$ cat config.mk
export PLATFORM = sky130hd
export DESIGN_NAME = spht_queue
export DESIGN_NICKNAME = d
export VERILOG_FILES = /design/src/rtl/spht_pkg.sv /design/src/rtl/spht_queue.sv
export SDC_FILE = /design/constraint.sdc
export NUM_CORES = 1
export LEC_CHECK = 0
export BUFFER_PORTS_ARGS = -buffer_cell sky130_fd_sc_hd__buf_4
export CORE_MARGIN = 1.5
export CORE_UTILIZATION = 55
export DETAILED_ROUTE_END_ITERATION = 8
export PLACE_DENSITY = 0.92
export REMOVE_ABC_BUFFERS = 1
export SYNTH_ARGS = -nofsm -noshare
export SYNTH_HDL_FRONTEND = slang
export SYNTH_SLANG_ARGS = --single-unit
$ cat constraint.sdc
create_clock -name clock -period 4.81 [get_ports clock]
set_input_delay 0.2405 -clock clock [delete_from_list [all_inputs] [get_ports clock]]
set_output_delay 0.2405 -clock clock [all_outputs]
set_load 0.05 [all_outputs]
$ cat src/rtl/spht_pkg.sv
// Shared types and constants for the spectrum peak history tracker.
// No dependencies; imported by every module of the block.
`default_nettype none

package spht_pkg;

   localparam int BIN_W      = 7;
   localparam int BINS       = 2 ** BIN_W;
   localparam int HIST_DEPTH = 128;
   localparam int HIST_AW    = $clog2(HIST_DEPTH);
   localparam int LEVEL_W    = 8;
   localparam int DSQ_W      = 2 * BIN_W;
   localparam int PROD_W     = 32;
   localparam int CNT_W      = 9;
   localparam int Q_DEPTH    = 2;
   localparam int Q_PTR_W    = $clog2(Q_DEPTH);
   localparam int CSR_IDX_W  = 3;
   localparam int CSR_DATA_W = 16;

   localparam logic [7:0]       DECAY_INTERVAL_RST = 8'd10;
   localparam logic [BIN_W-1:0] CURVE_CENTER_RST   = 7'd64;

   typedef enum logic {
      OP_SAMPLE = 1'b0,
      OP_READ   = 1'b1
   } op_type;

   typedef enum logic [CSR_IDX_W-1:0] {
      CSR_HISTORY_MODE   = 3'd0,
      CSR_DECAY_INTERVAL = 3'd1,
      CSR_CURVE_WIDTH    = 3'd2,
      CSR_CURVE_CENTER   = 3'd3,
      CSR_CURVE_OFFSET   = 3'd4
   } csr_idx_type;

   typedef struct packed {
      logic               operation;
      logic [BIN_W-1:0]   bin_index;
      logic [LEVEL_W-1:0] level;
   } req_type;

   typedef struct packed {
      logic               above_threshold;
      logic [LEVEL_W-1:0] bin_level;
      logic [LEVEL_W-1:0] history_value;
   } rsp_type;

   typedef struct packed {
      logic               history_mode;
      logic [7:0]         decay_interval;
      logic signed [15:0] curve_width;
      logic [BIN_W-1:0]   curve_center;
      logic signed [15:0] curve_offset;
   } cfg_type;

   // classified item as it sits in the queue
   typedef struct packed {
      logic               is_sample;
      logic [BIN_W-1:0]   bin_index;
      logic [LEVEL_W-1:0] level;
      logic [DSQ_W-1:0]   dist_sq;
   } q_entry_type;

   typedef struct packed {
      logic full;
      logic empty;
   } q_stat_type;

   typedef struct packed {
      logic busy;
      logic rsp_load;
   } bk_stat_type;

endpackage

`default_nettype wire

$ cat src/rtl/spht_queue.sv
// Short FIFO between the front end and the back end.
// Depends on spht_pkg.
`default_nettype none

module spht_queue import spht_pkg::*; (
   input  wire logic        clock,
   input  wire logic        reset,
   input  wire logic        push,
   input  wire q_entry_type push_data,
   input  wire logic        pop,
   output logic             q_valid,
   output q_entry_type      q_data,
   output q_stat_type       stat
);

   q_entry_type        entry_ff [Q_DEPTH];
   logic [Q_PTR_W-1:0] wr_ptr_ff, wr_ptr_in;
   logic [Q_PTR_W-1:0] rd_ptr_ff, rd_ptr_in;
   logic [Q_PTR_W:0]   count_ff, count_in;

   always_comb begin
      wr_ptr_in = wr_ptr_ff;
      rd_ptr_in = rd_ptr_ff;
      count_in  = count_ff;
      if (push) begin
         wr_ptr_in = (wr_ptr_ff == Q_PTR_W'(Q_DEPTH - 1)) ? '0 : wr_ptr_ff + 1'b1;
      end
      if (pop) begin
         rd_ptr_in = (rd_ptr_ff == Q_PTR_W'(Q_DEPTH - 1)) ? '0 : rd_ptr_ff + 1'b1;
      end
      if (push && !pop) begin
         count_in = count_ff + 1'b1;
      end else if (pop && !push) begin
         count_in = count_ff - 1'b1;
      end
   end

   always_ff @(posedge clock) begin
      if (reset) begin
         wr_ptr_ff <= '0;
         rd_ptr_ff <= '0;
         count_ff  <= '0;
      end else begin
         wr_ptr_ff <= wr_ptr_in;
         rd_ptr_ff <= rd_ptr_in;
         count_ff  <= count_in;
      end
   end

   always_ff @(posedge clock) begin
      if (push) begin
         entry_ff[wr_ptr_ff] <= push_data;
      end
   end

   assign q_valid    = (count_ff != '0);
   assign q_data     = entry_ff[rd_ptr_ff];
   assign stat.full  = (count_ff == (Q_PTR_W + 1)'(Q_DEPTH));
   assign stat.empty = (count_ff == '0);

endmodule

`default_nettype wire

==> results.tsv <==
stage	metric	value	unit
cells_and_area	Area Overhead vs Synth	32.28	%
floorplanning	die height	68.63	um
cells_and_area	commonest non-fill, non-tap cells in the layout	buf_4, edfxtp_1, mux2_2	
critical_path	reg2reg start	wr_ptr_ff	
placement	post-place setup slack	2.913	ns
worst_hold_path	hold_sp	push_data[18]	
critical_path	flop2flop setup slack	3.60	ns
routing	Routed Antenna Nets	0	
floorplanning	overall die area	4709	um2
worst_hold_path	hold worst-path end	entry_ff[0][18]	
routing	via/cell ratio	5.098	
global_route	grt peak-use layer	met2	
floorplanning	Rows	23	
critical_path	Max stage delay on crit path	0.74	ns
pwr	Power Density	446.5	nW/um2
routing	Post-Route WL	3889	um
routing	wire length per cell	15.81	um
timing	RSZ-0062 raised after global routing	false	
critical_path	Startpoint Class	flip-flop	
global_route	maximum number of pins on one net before global-route repair	31	
clock_network	CTS H-Tree Depth	3	
global_route	first-pass GRT wire length	5699	um
timing	Clock Skews	0.004907	ns
cells_and_area	fraction of layout cells with a size suffix above 1	0.5816	
clock_network	Worst-Skew Late Latency	0.32	ns
critical_path	cell repeated most along the worst path	buf_4	
global_route	initial antenna violation count	0	
cells_and_area	Register Area	1902	um2
critical_path	Worst EP arrival	1.99	ns
global_route	M2 GR Usage	0.3065	
clock_network	Post-CTS Repair Setup Buffers	0	
global_route	M1 GR Usage	0.2023	
timing	relative slew slack	0.5635	
placement	dpl hpwl	2641	um
floorplanning	IO Pins	67	
pwr	Leak	1.210	nW
synthesis	Post-Syn Area	2369	um2
synthesis	Mapped Cells	116	
timing	final count of pins violating max slew	0	
floorplanning	initial core utilization	0.5837	
critical_path	slowest CP cell	dfxtp_1	
worst_hold_path	Hold Path Stages	1	
synthesis	sequential share of the synthesized area	0.8030	
cells_and_area	antenna cell count	0	
critical_path	reg2reg end	entry_ff[1][15]	
synthesis	synth unique cells	16	
synthesis	#FFs+latches synth	65	
routing	# DRC	0	
routing	DRT iter0 DRCs	115	
critical_path	Required @ worst endpoint	4.57	ns
clock_network	total CTS buffers	9	
clock_network	CTS tree	done	
global_route	number of global-route vias before repair	1267	
placement	Final GP Congestion	0.6976	
floorplanning	Core ar.	4058	um2
cells_and_area	commonest non-fill, non-tap cell in the layout	buf_4	
critical_path	Buf/Inv on CP	2	
clock_network	CTS max path bufs	2	
global_route	GR Layer Usage met3	0.07143	
clock_network	clk root buf	clkbuf_8	
synthesis	Post-Syn Area per Cell	20.42	um2
timing	Final WS setup	2.582	ns
routing	vias	1254	
placement	input/output buffers	66	
timing	setup TNS	0	ns
cells_and_area	fillers	241	
outcome	outcome	finished clean	
critical_path	CP endpoint kind	output port	
clock_network	number of hold buffers added after cts	0	
critical_path	Crit path max-delay family	flip-flops	
timing	period utilization	0.4631	
cells_and_area	Layout Nets	228	
critical_path	R2R depth	2	
global_route	GRT Overall Usage	0.1817	
critical_path	Critical Path, Cell by Cell	buf_4, mux2_2, buf_4	
cells_and_area	footprint of the multi-input gates	446.7	um2
worst_hold_path	Hold Crit Class	input pin to flip-flop	
global_route	total gr overflow	0	
timing	Max Fclk	0.4489	GHz
floorplanning	chip width	68.63	um
timing	Worst Tran Pin Value	0.6539	ns
routing	DR pass1 iterations	4	
clock_network	clock sink count	65	
critical_path	critical path class	flip-flop to output port	
timing	final setup violation count	0	
timing	final hold violations	0	
run	max cap viols	0	
critical_path	CP max FO	16	
clock_network	Resized Gates After CTS	0	
synthesis	Yosys warning total	0	
clock_network	Clock transition at path regs	0.06	ns
timing	fin crit period	2.228	ns
pwr	Peak VDD IR	0.3189	mV
==> sequential cells by signal (all words and copies together), names as in the netlist, named ones only <==
| signal | count |
|---|---|
| count_ff | 2 |
| wr_ptr_ff | 1 |
| entry_ff | 60 |
| rd_ptr_ff | 1 |
==> cells by family after synthesis <==
kind of cell | share of synthesized area
muxes | 0.1426
and+or+nand+nor | 0.02061
xor gates and xnor gates | 0.01479
DFF | 0.8030
AOI/OAI and AO/OA | 0.004222
buffers and inverters | 0.009508
adders and majority gates | 0.005282
==> cells in the mapped netlist <==
master / n / area share
a21oi_1: 1 / 0.0021
nor2b_1: 1 / 0.0026
xor2_1: 2 / 0.0074
or3_1: 1 / 0.0026
or2_2: 1 / 0.0026
edfxtp_1: 60 / 0.76
nor2_1: 4 / 0.0063
xnor2_1: 2 / 0.0074
inv_1: 2 / 0.0032
ha_1: 1 / 0.0053
and2_1: 1 / 0.0026
o21ai_0: 1 / 0.0021
buf_2: 3 / 0.0063
mux2_2: 30 / 0.14
and2b_2: 1 / 0.0037
dfxtp_1: 5 / 0.042
==> cell type report <==
class	count	area share
clock buffers	9	0.03954
well taps	50	0.01997
inverters	2	0.002396
clock inverters	5	0.02316
multi-input cells	46	0.1426
flip-flops and latches	65	0.6070
repair buffers	69	0.1653
==> power breakdown <==
group	internal, W	switching (W)	leakage [nW]
clock network	0.000281	0.000175	0.100
logic	0.0000964	0.000173	0.505
registers	0.000658	0.0000150	0.605
==> metal layers <==
metal | vias to the layer above | share of wire
met1 | 603 | 0.39
met5 | - | 0
li1 | 594 | -
met2 | 52 | 0.51
met4 | 0 | 0.012
met3 | 5 | 0.081
==> how the worst max path moves through the flow <==
stage	slack (ns)	from	cells after the start	end
after global routing	2.46	flip-flop	3	q_data[6]
after detailed placement	2.91	flip-flop	3	q_data[6]
after CTS	2.54	flip-flop	3	q_data[6]
after global placement	2.97	flip-flop	3	q_data[28]
after floorplan	2.71	wr_ptr_ff	1	entry_ff[0][0]
final	2.58	flip-flop	3	q_data[6]
==> stage by stage <==
stage               instances  power [W]  utilization  cell area, um2  hold WS, ns
detailed placement        232  0.0009556       0.7237            2937       0.4279
global placement          232  0.0009467       0.7237            2937       0.4257
floorplan                 113  0.0008625            -            2354       0.3096
finish                    246   0.001399       0.7721            3133      0.09526
CTS                       246   0.001414       0.7721            3133      0.07725
global route              246   0.001455       0.7721            3133      0.07530
No activity file was read; power rests on OpenSTA's default activity.
