--- config.mk ---
export PLATFORM = sky130hd
export DESIGN_NAME = spht_front
export DESIGN_NICKNAME = d
export VERILOG_FILES = /design/src/rtl/spht_pkg.sv /design/src/rtl/spht_front.sv
export SDC_FILE = /design/constraint.sdc
export NUM_CORES = 1
export LEC_CHECK = 0
export ABC_AREA = 1
export BUFFER_PORTS_ARGS = -buffer_cell sky130_fd_sc_hd__clkbuf_2
export CAP_MARGIN = 20
export CORE_UTILIZATION = 49
export DETAILED_ROUTE_END_ITERATION = 6
export PLACE_DENSITY = 0.85
export SLEW_MARGIN = 20
export SYNTH_ARGS = -nofsm -noshare
export SYNTH_HDL_FRONTEND = slang
export SYNTH_SLANG_ARGS = --single-unit
export TNS_END_PERCENT = 50
--- constraint.sdc ---
create_clock -name vclk -period 8.7
set_input_delay 0.87 -clock vclk [all_inputs]
set_output_delay 0.87 -clock vclk [all_outputs]
set_load 0.01 [all_outputs]
--- src/rtl/spht_pkg.sv ---
// Shared types and constants for the spectrum peak history tracker.
// No dependencies; imported by every module of the block.
`default_nettype none

package spht_pkg;

   localparam int BIN_W      = 7;
   localparam int BINS       = 2 ** BIN_W;
   localparam int HIST_DEPTH = 128;
   localparam int HIST_AW    = $clog2(HIST_DEPTH);
   localparam int LEVEL_W    = 8;
   localparam int DSQ_W      = 2 * BIN_W;
   localparam int PROD_W     = 32;
   localparam int CNT_W      = 9;
   localparam int Q_DEPTH    = 2;
   localparam int Q_PTR_W    = $clog2(Q_DEPTH);
   localparam int CSR_IDX_W  = 3;
   localparam int CSR_DATA_W = 16;

   localparam logic [7:0]       DECAY_INTERVAL_RST = 8'd10;
   localparam logic [BIN_W-1:0] CURVE_CENTER_RST   = 7'd64;

   typedef enum logic {
      OP_SAMPLE = 1'b0,
      OP_READ   = 1'b1
   } op_type;

   typedef enum logic [CSR_IDX_W-1:0] {
      CSR_HISTORY_MODE   = 3'd0,
      CSR_DECAY_INTERVAL = 3'd1,
      CSR_CURVE_WIDTH    = 3'd2,
      CSR_CURVE_CENTER   = 3'd3,
      CSR_CURVE_OFFSET   = 3'd4
   } csr_idx_type;

   typedef struct packed {
      logic               operation;
      logic [BIN_W-1:0]   bin_index;
      logic [LEVEL_W-1:0] level;
   } req_type;

   typedef struct packed {
      logic               above_threshold;
      logic [LEVEL_W-1:0] bin_level;
      logic [LEVEL_W-1:0] history_value;
   } rsp_type;

   typedef struct packed {
      logic               history_mode;
      logic [7:0]         decay_interval;
      logic signed [15:0] curve_width;
      logic [BIN_W-1:0]   curve_center;
      logic signed [15:0] curve_offset;
   } cfg_type;

   // classified item as it sits in the queue
   typedef struct packed {
      logic               is_sample;
      logic [BIN_W-1:0]   bin_index;
      logic [LEVEL_W-1:0] level;
      logic [DSQ_W-1:0]   dist_sq;
   } q_entry_type;

   typedef struct packed {
      logic full;
      logic empty;
   } q_stat_type;

   typedef struct packed {
      logic busy;
      logic rsp_load;
   } bk_stat_type;

endpackage

`default_nettype wire

--- src/rtl/spht_front.sv ---
// Front end: accepts items, classifies sample vs read, squares the bin distance.
// Depends on spht_pkg.
`default_nettype none

module spht_front import spht_pkg::*; (
   input  wire cfg_type     cfg,
   input  wire logic        req_valid,
   output logic             req_ready,
   input  wire req_type     req_data,
   input  wire q_stat_type  q_stat,
   output logic             q_push,
   output q_entry_type      q_entry
);

   logic [BIN_W:0]   diff;
   logic [BIN_W-1:0] abs_diff;

   assign req_ready = !q_stat.full;
   assign q_push    = req_valid && req_ready;

   always_comb begin
      diff     = {1'b0, req_data.bin_index} - {1'b0, cfg.curve_center};
      abs_diff = diff[BIN_W] ? BIN_W'(-diff) : diff[BIN_W-1:0];
      q_entry.is_sample = (req_data.operation == OP_SAMPLE);
      q_entry.bin_index = req_data.bin_index;
      q_entry.level     = req_data.level;
      q_entry.dist_sq   = DSQ_W'({{BIN_W{1'b0}}, abs_diff} * {{BIN_W{1'b0}}, abs_diff});
   end

endmodule

`default_nettype wire

==> impl_metrics.env, run 1 <==
export IMPL_drive_gt1_share_pct=21.8
export IMPL_place_hpwl_mm=3.50
export IMPL_synth_top_area_share_pct=19.2
export IMPL_yosys_top_cells_count="inv_1 (64), nand2_1 (59), ha_1 (31)"
export IMPL_crit_type="in2out"
export IMPL_max_clock_freq_mhz=134
export IMPL_grt_max_degree=11
export IMPL_rows=22
export IMPL_multi_input_comb_area_um2=1610
export IMPL_worstPathArrival_ps=6620
export IMPL_dr_pass1_iters=4
export IMPL_end_kind="output port"
export IMPL_setup_viol=0
export IMPL_max_cap_violations=0
export IMPL_grt_pass1_vias=1827
export IMPL_synth_area_um2=2020
export IMPL_viasPerCell=4.96
export IMPL_post_cts_buffers=0
export IMPL_post_place_cells=378
export IMPL_grt_pass1_wl_mm=7.12
export IMPL_die_w_um=66.2
export IMPL_netlist_instances=308
export IMPL_dieArea_um2=4380
export IMPL_cp_start_kind="input port"
export IMPL_fin_crit_sh_pct=86.0
export IMPL_drt_initial_drc_count=70
export IMPL_regArea_um2=0
export IMPL_clkbuf_count=0
export IMPL_track_usage_pct=20.1
export IMPL_numPortBuffers=40
export IMPL_yosysSeqAreaShare_pct=0
export IMPL_start_util_pct=53.1
export IMPL_fin_cells=378
export IMPL_cts_resized=0
export IMPL_avgSynthCellArea_um2=6.55
export IMPL_slowest_stage="fa_1"
export IMPL_hold_class="in2out"
export IMPL_syn_num_nets=422
export IMPL_place_congestion=0.891
export IMPL_netlist_top_cells_area="ha_1 (19%), fa_1 (16%), inv_1 (12%), nand2_1 (11%), buf_4 (6.7%)"
export IMPL_grt_ovfl_total=0
export IMPL_period_needed_ps=7490
export IMPL_max_stage_delay_ps=550
export IMPL_syn_to_final_growth_pct=6.20
export IMPL_crit_required_ps=7830
export IMPL_whs_ps=1740
export IMPL_setup_ws_ps=1210
export IMPL_dr_total_vias=1874
export IMPL_synthMostInstantiatedCell="inv_1"
export IMPL_drcViolationCount=0
export IMPL_finalHoldViolCount=0
export IMPL_cts_hold_buf=0
export IMPL_synthDistinctLibCells=34
export IMPL_setup_tns_ps=0
export IMPL_postRouteWirelength_mm=3.89
export IMPL_crit_path_frequent_cell="inv_1"
export IMPL_yosysWarnings=0
export IMPL_yosys_area_top_type="ha_1"
export IMPL_maxSlewViolCount=0
export IMPL_seq_cells=0
export IMPL_cp_max_fo=6
export IMPL_fillers=391
export IMPL_num_nets_final=446
export IMPL_status="complete, no violations"
export IMPL_place_ws_ps=1240
export IMPL_rsz0062_at_grt="false"
export IMPL_fp_coreArea_um2=3800
export IMPL_die_y_um=66.2
export IMPL_wl_per_cell_um=10.3
export IMPL_antenna_found_initial=0
export IMPL_num_antenna_cells=0
export IMPL_io_pins=99
export IMPL_drtAntennaViolNets=0
## worst paths after layout
path               startpoint          end  cells after the start  slack (ps)
setup / recovery  req_data[8]  q_entry[13]                     32        1210
hold / removal    req_data[1]  q_entry[15]                      0        1740
## placed cells by master, fill, tap and decap left out, drive strengths merged
cell,count
nor3,6
nor3b,1
o21ai,5
ha,31
conb,1
a21o,1
inv,71
nor2,27
xor2,8
fa,16
clkbuf,40
nor4,1
o31ai,1
nand4,5
a21oi,15
nand2,73
clkinv,1
nand3b,1
xnor2,2
nand3,22
or2,2
## metal layers
layer,global-route usage (%),share of wire [%],up-vias
li1,-,-,978
met1,24.3,45,853
met2,39.9,51,41
met3,1.03,3.7,2
met4,1.06,0.18,0
met5,0,0,-
## worst max-delay path, delay by kind of cell
kind                     cells  cell delay (ps)
AND/OR/NAND/NOR             11             1020
buffers and inverters       10              720
adder cells (fa/ha/maj)      8             3290
AO/OA/AOI/OAI                3              700
## per-stage QoR
step           area [um^2]  utilization [%]
3_3_place_gp          2140             56.4
5_1_grt               2140             56.4
6_report              2140             56.4
4_1_cts               2140             56.4
3_5_place_dp          2140             56.4
2_1_floorplan         2020                -
## final cells by class
type | count | area share (%)
inverter | 72 | 12.9
multi-input combinational | 218 | 75.0
timing repair buffer | 40 | 9.35
tap | 48 | 2.80
## logic make-up after synthesis
kind of cell | synth area share (%)
simple gates | 33.2
buf+inv | 20.3
compound gates | 6.08
fa+ha+maj | 35.1
other cells | 0.186
xor+xnor | 5.09
Power of run 1 is left out: the tool's default activity adds up to more than one toggle a clock period on the data nets, which glitch-free logic cannot reach.
==> run 2, diff against run 1 <==
- CORE_UTILIZATION: 49 -> 45
- PLACE_DENSITY: 0.85 -> 0.81
- clock period: 8.7 -> 6.1 ns (I/O delays scaled with it)
==> impl_metrics.env, run 2 (synthesis gave the netlist of run 1 again) <==
export IMPL_gr_usage_met3_pct=2.96
export IMPL_num_nets_final=512
export IMPL_setup_ws_ps=-157
export IMPL_fp_coreArea_um2=4140
export IMPL_cp_top_family="adder cells"
export IMPL_status="finished, violations left"
export IMPL_max_cap_violations=0
export IMPL_numPortBuffers=40
export IMPL_multi_input_comb_area_um2=1790
export IMPL_hold_class="in2out"
export IMPL_drtAntennaViolNets=0
export IMPL_max_stage_delay_ps=560
export IMPL_syn_to_final_growth_pct=40.9
export IMPL_period_needed_ps=6260
export IMPL_setup_tns_ps=-564
export IMPL_die_y_um=69.0
export IMPL_cts_hold_buf=0
export IMPL_place_congestion=0.825
export IMPL_grt_pass1_wl_mm=10.1
export IMPL_critical_path_startpoint="req_data[8]"
export IMPL_cp_start_kind="input port"
export IMPL_critical_path_buf_inv_count=7
export IMPL_start_util_pct=48.7
export IMPL_grt_max_degree=9
export IMPL_drt_initial_drc_count=189
export IMPL_gr_usage_met2_pct=49.4
export IMPL_clkbuf_count=0
export IMPL_final_common_cell="buf_4"
export IMPL_setup_viol=6
export IMPL_dr_pass1_iters=5
export IMPL_place_hpwl_mm=3.71
export IMPL_slowest_stage="fa_1"
export IMPL_fillers=294
export IMPL_worstPathArrival_ps=5650
export IMPL_viasPerCell=5.41
export IMPL_wl_per_cell_um=14.6
export IMPL_io_pins=99
export IMPL_grt_pass1_vias=2307
export IMPL_dieArea_um2=4750
export IMPL_whs_ps=1220
export IMPL_cp_max_fo=4
export IMPL_finalHoldViolCount=0
export IMPL_end_kind="output port"
export IMPL_drive_gt1_share_pct=44.9
export IMPL_rows=23
export IMPL_dr_total_vias=2413
export IMPL_num_antenna_cells=0
export IMPL_max_clock_freq_mhz=160
export IMPL_fin_crit_sh_pct=103
export IMPL_crit_type="in2out"
export IMPL_seq_cells=0
export IMPL_violations="negative setup slack"
export IMPL_utilization_pct=68.6
export IMPL_layout_common_cells="buf_4 (64), inv_1 (54), nand2_1 (54)"
export IMPL_antenna_found_initial=0
export IMPL_postRouteWirelength_mm=6.49
export IMPL_die_w_um=69.0
export IMPL_hold_start="req_data[6]"
export IMPL_track_usage_pct=28.4
export IMPL_grt_ovfl_total=0
export IMPL_regArea_um2=0
export IMPL_crit_required_ps=5490
export IMPL_maxSlewViolCount=0
export IMPL_drcViolationCount=0
export IMPL_top_usage_layer="met2"
export IMPL_crit_path_frequent_cell="fa_1"
export IMPL_met1_usage_pct=34.1
export IMPL_rsz0062_at_grt="true"
## run 2: repair_timing
action                                  CTS  global route
gates resized for setup                  22            35
endpoints found under the setup margin    7             8
pin swaps                                27            25
cloned                                    0             0
setup buffers                            40             1
## run 2: path summary, 6_finish.rpt
kind                      end  slack (ps)  cells past startpoint
hold / removal    q_entry[20]        1220                      0
setup / recovery  q_entry[10]        -160                     28
## run 2: area by class of cell
cell class	count	area share [%]
inverters	72	9.86
well taps	50	2.20
repair buffers	106	25.0
multi-input cells	218	63.0
## run 2: per-stage QoR
| stage | instances | setup slack (ps) | instance area [um^2] |
|---|---|---|---|
| after detailed placement | 410 | -304 | 2390 |
| after global routing | 446 | -376 | 2840 |
| final | 446 | -157 | 2840 |
| after floorplan | 308 | 1.80 | 2030 |
| after global placement | 410 | -246 | 2390 |
| after CTS | 446 | -37.3 | 2750 |
## run 2: layer usage
layer	vias to the layer above	part of all wire, %
met5	-	0
met4	0	6.4
met3	50	8.8
met2	162	46
met1	1090	38
li1	1111	-
Power of run 2 is left out for the same reason.
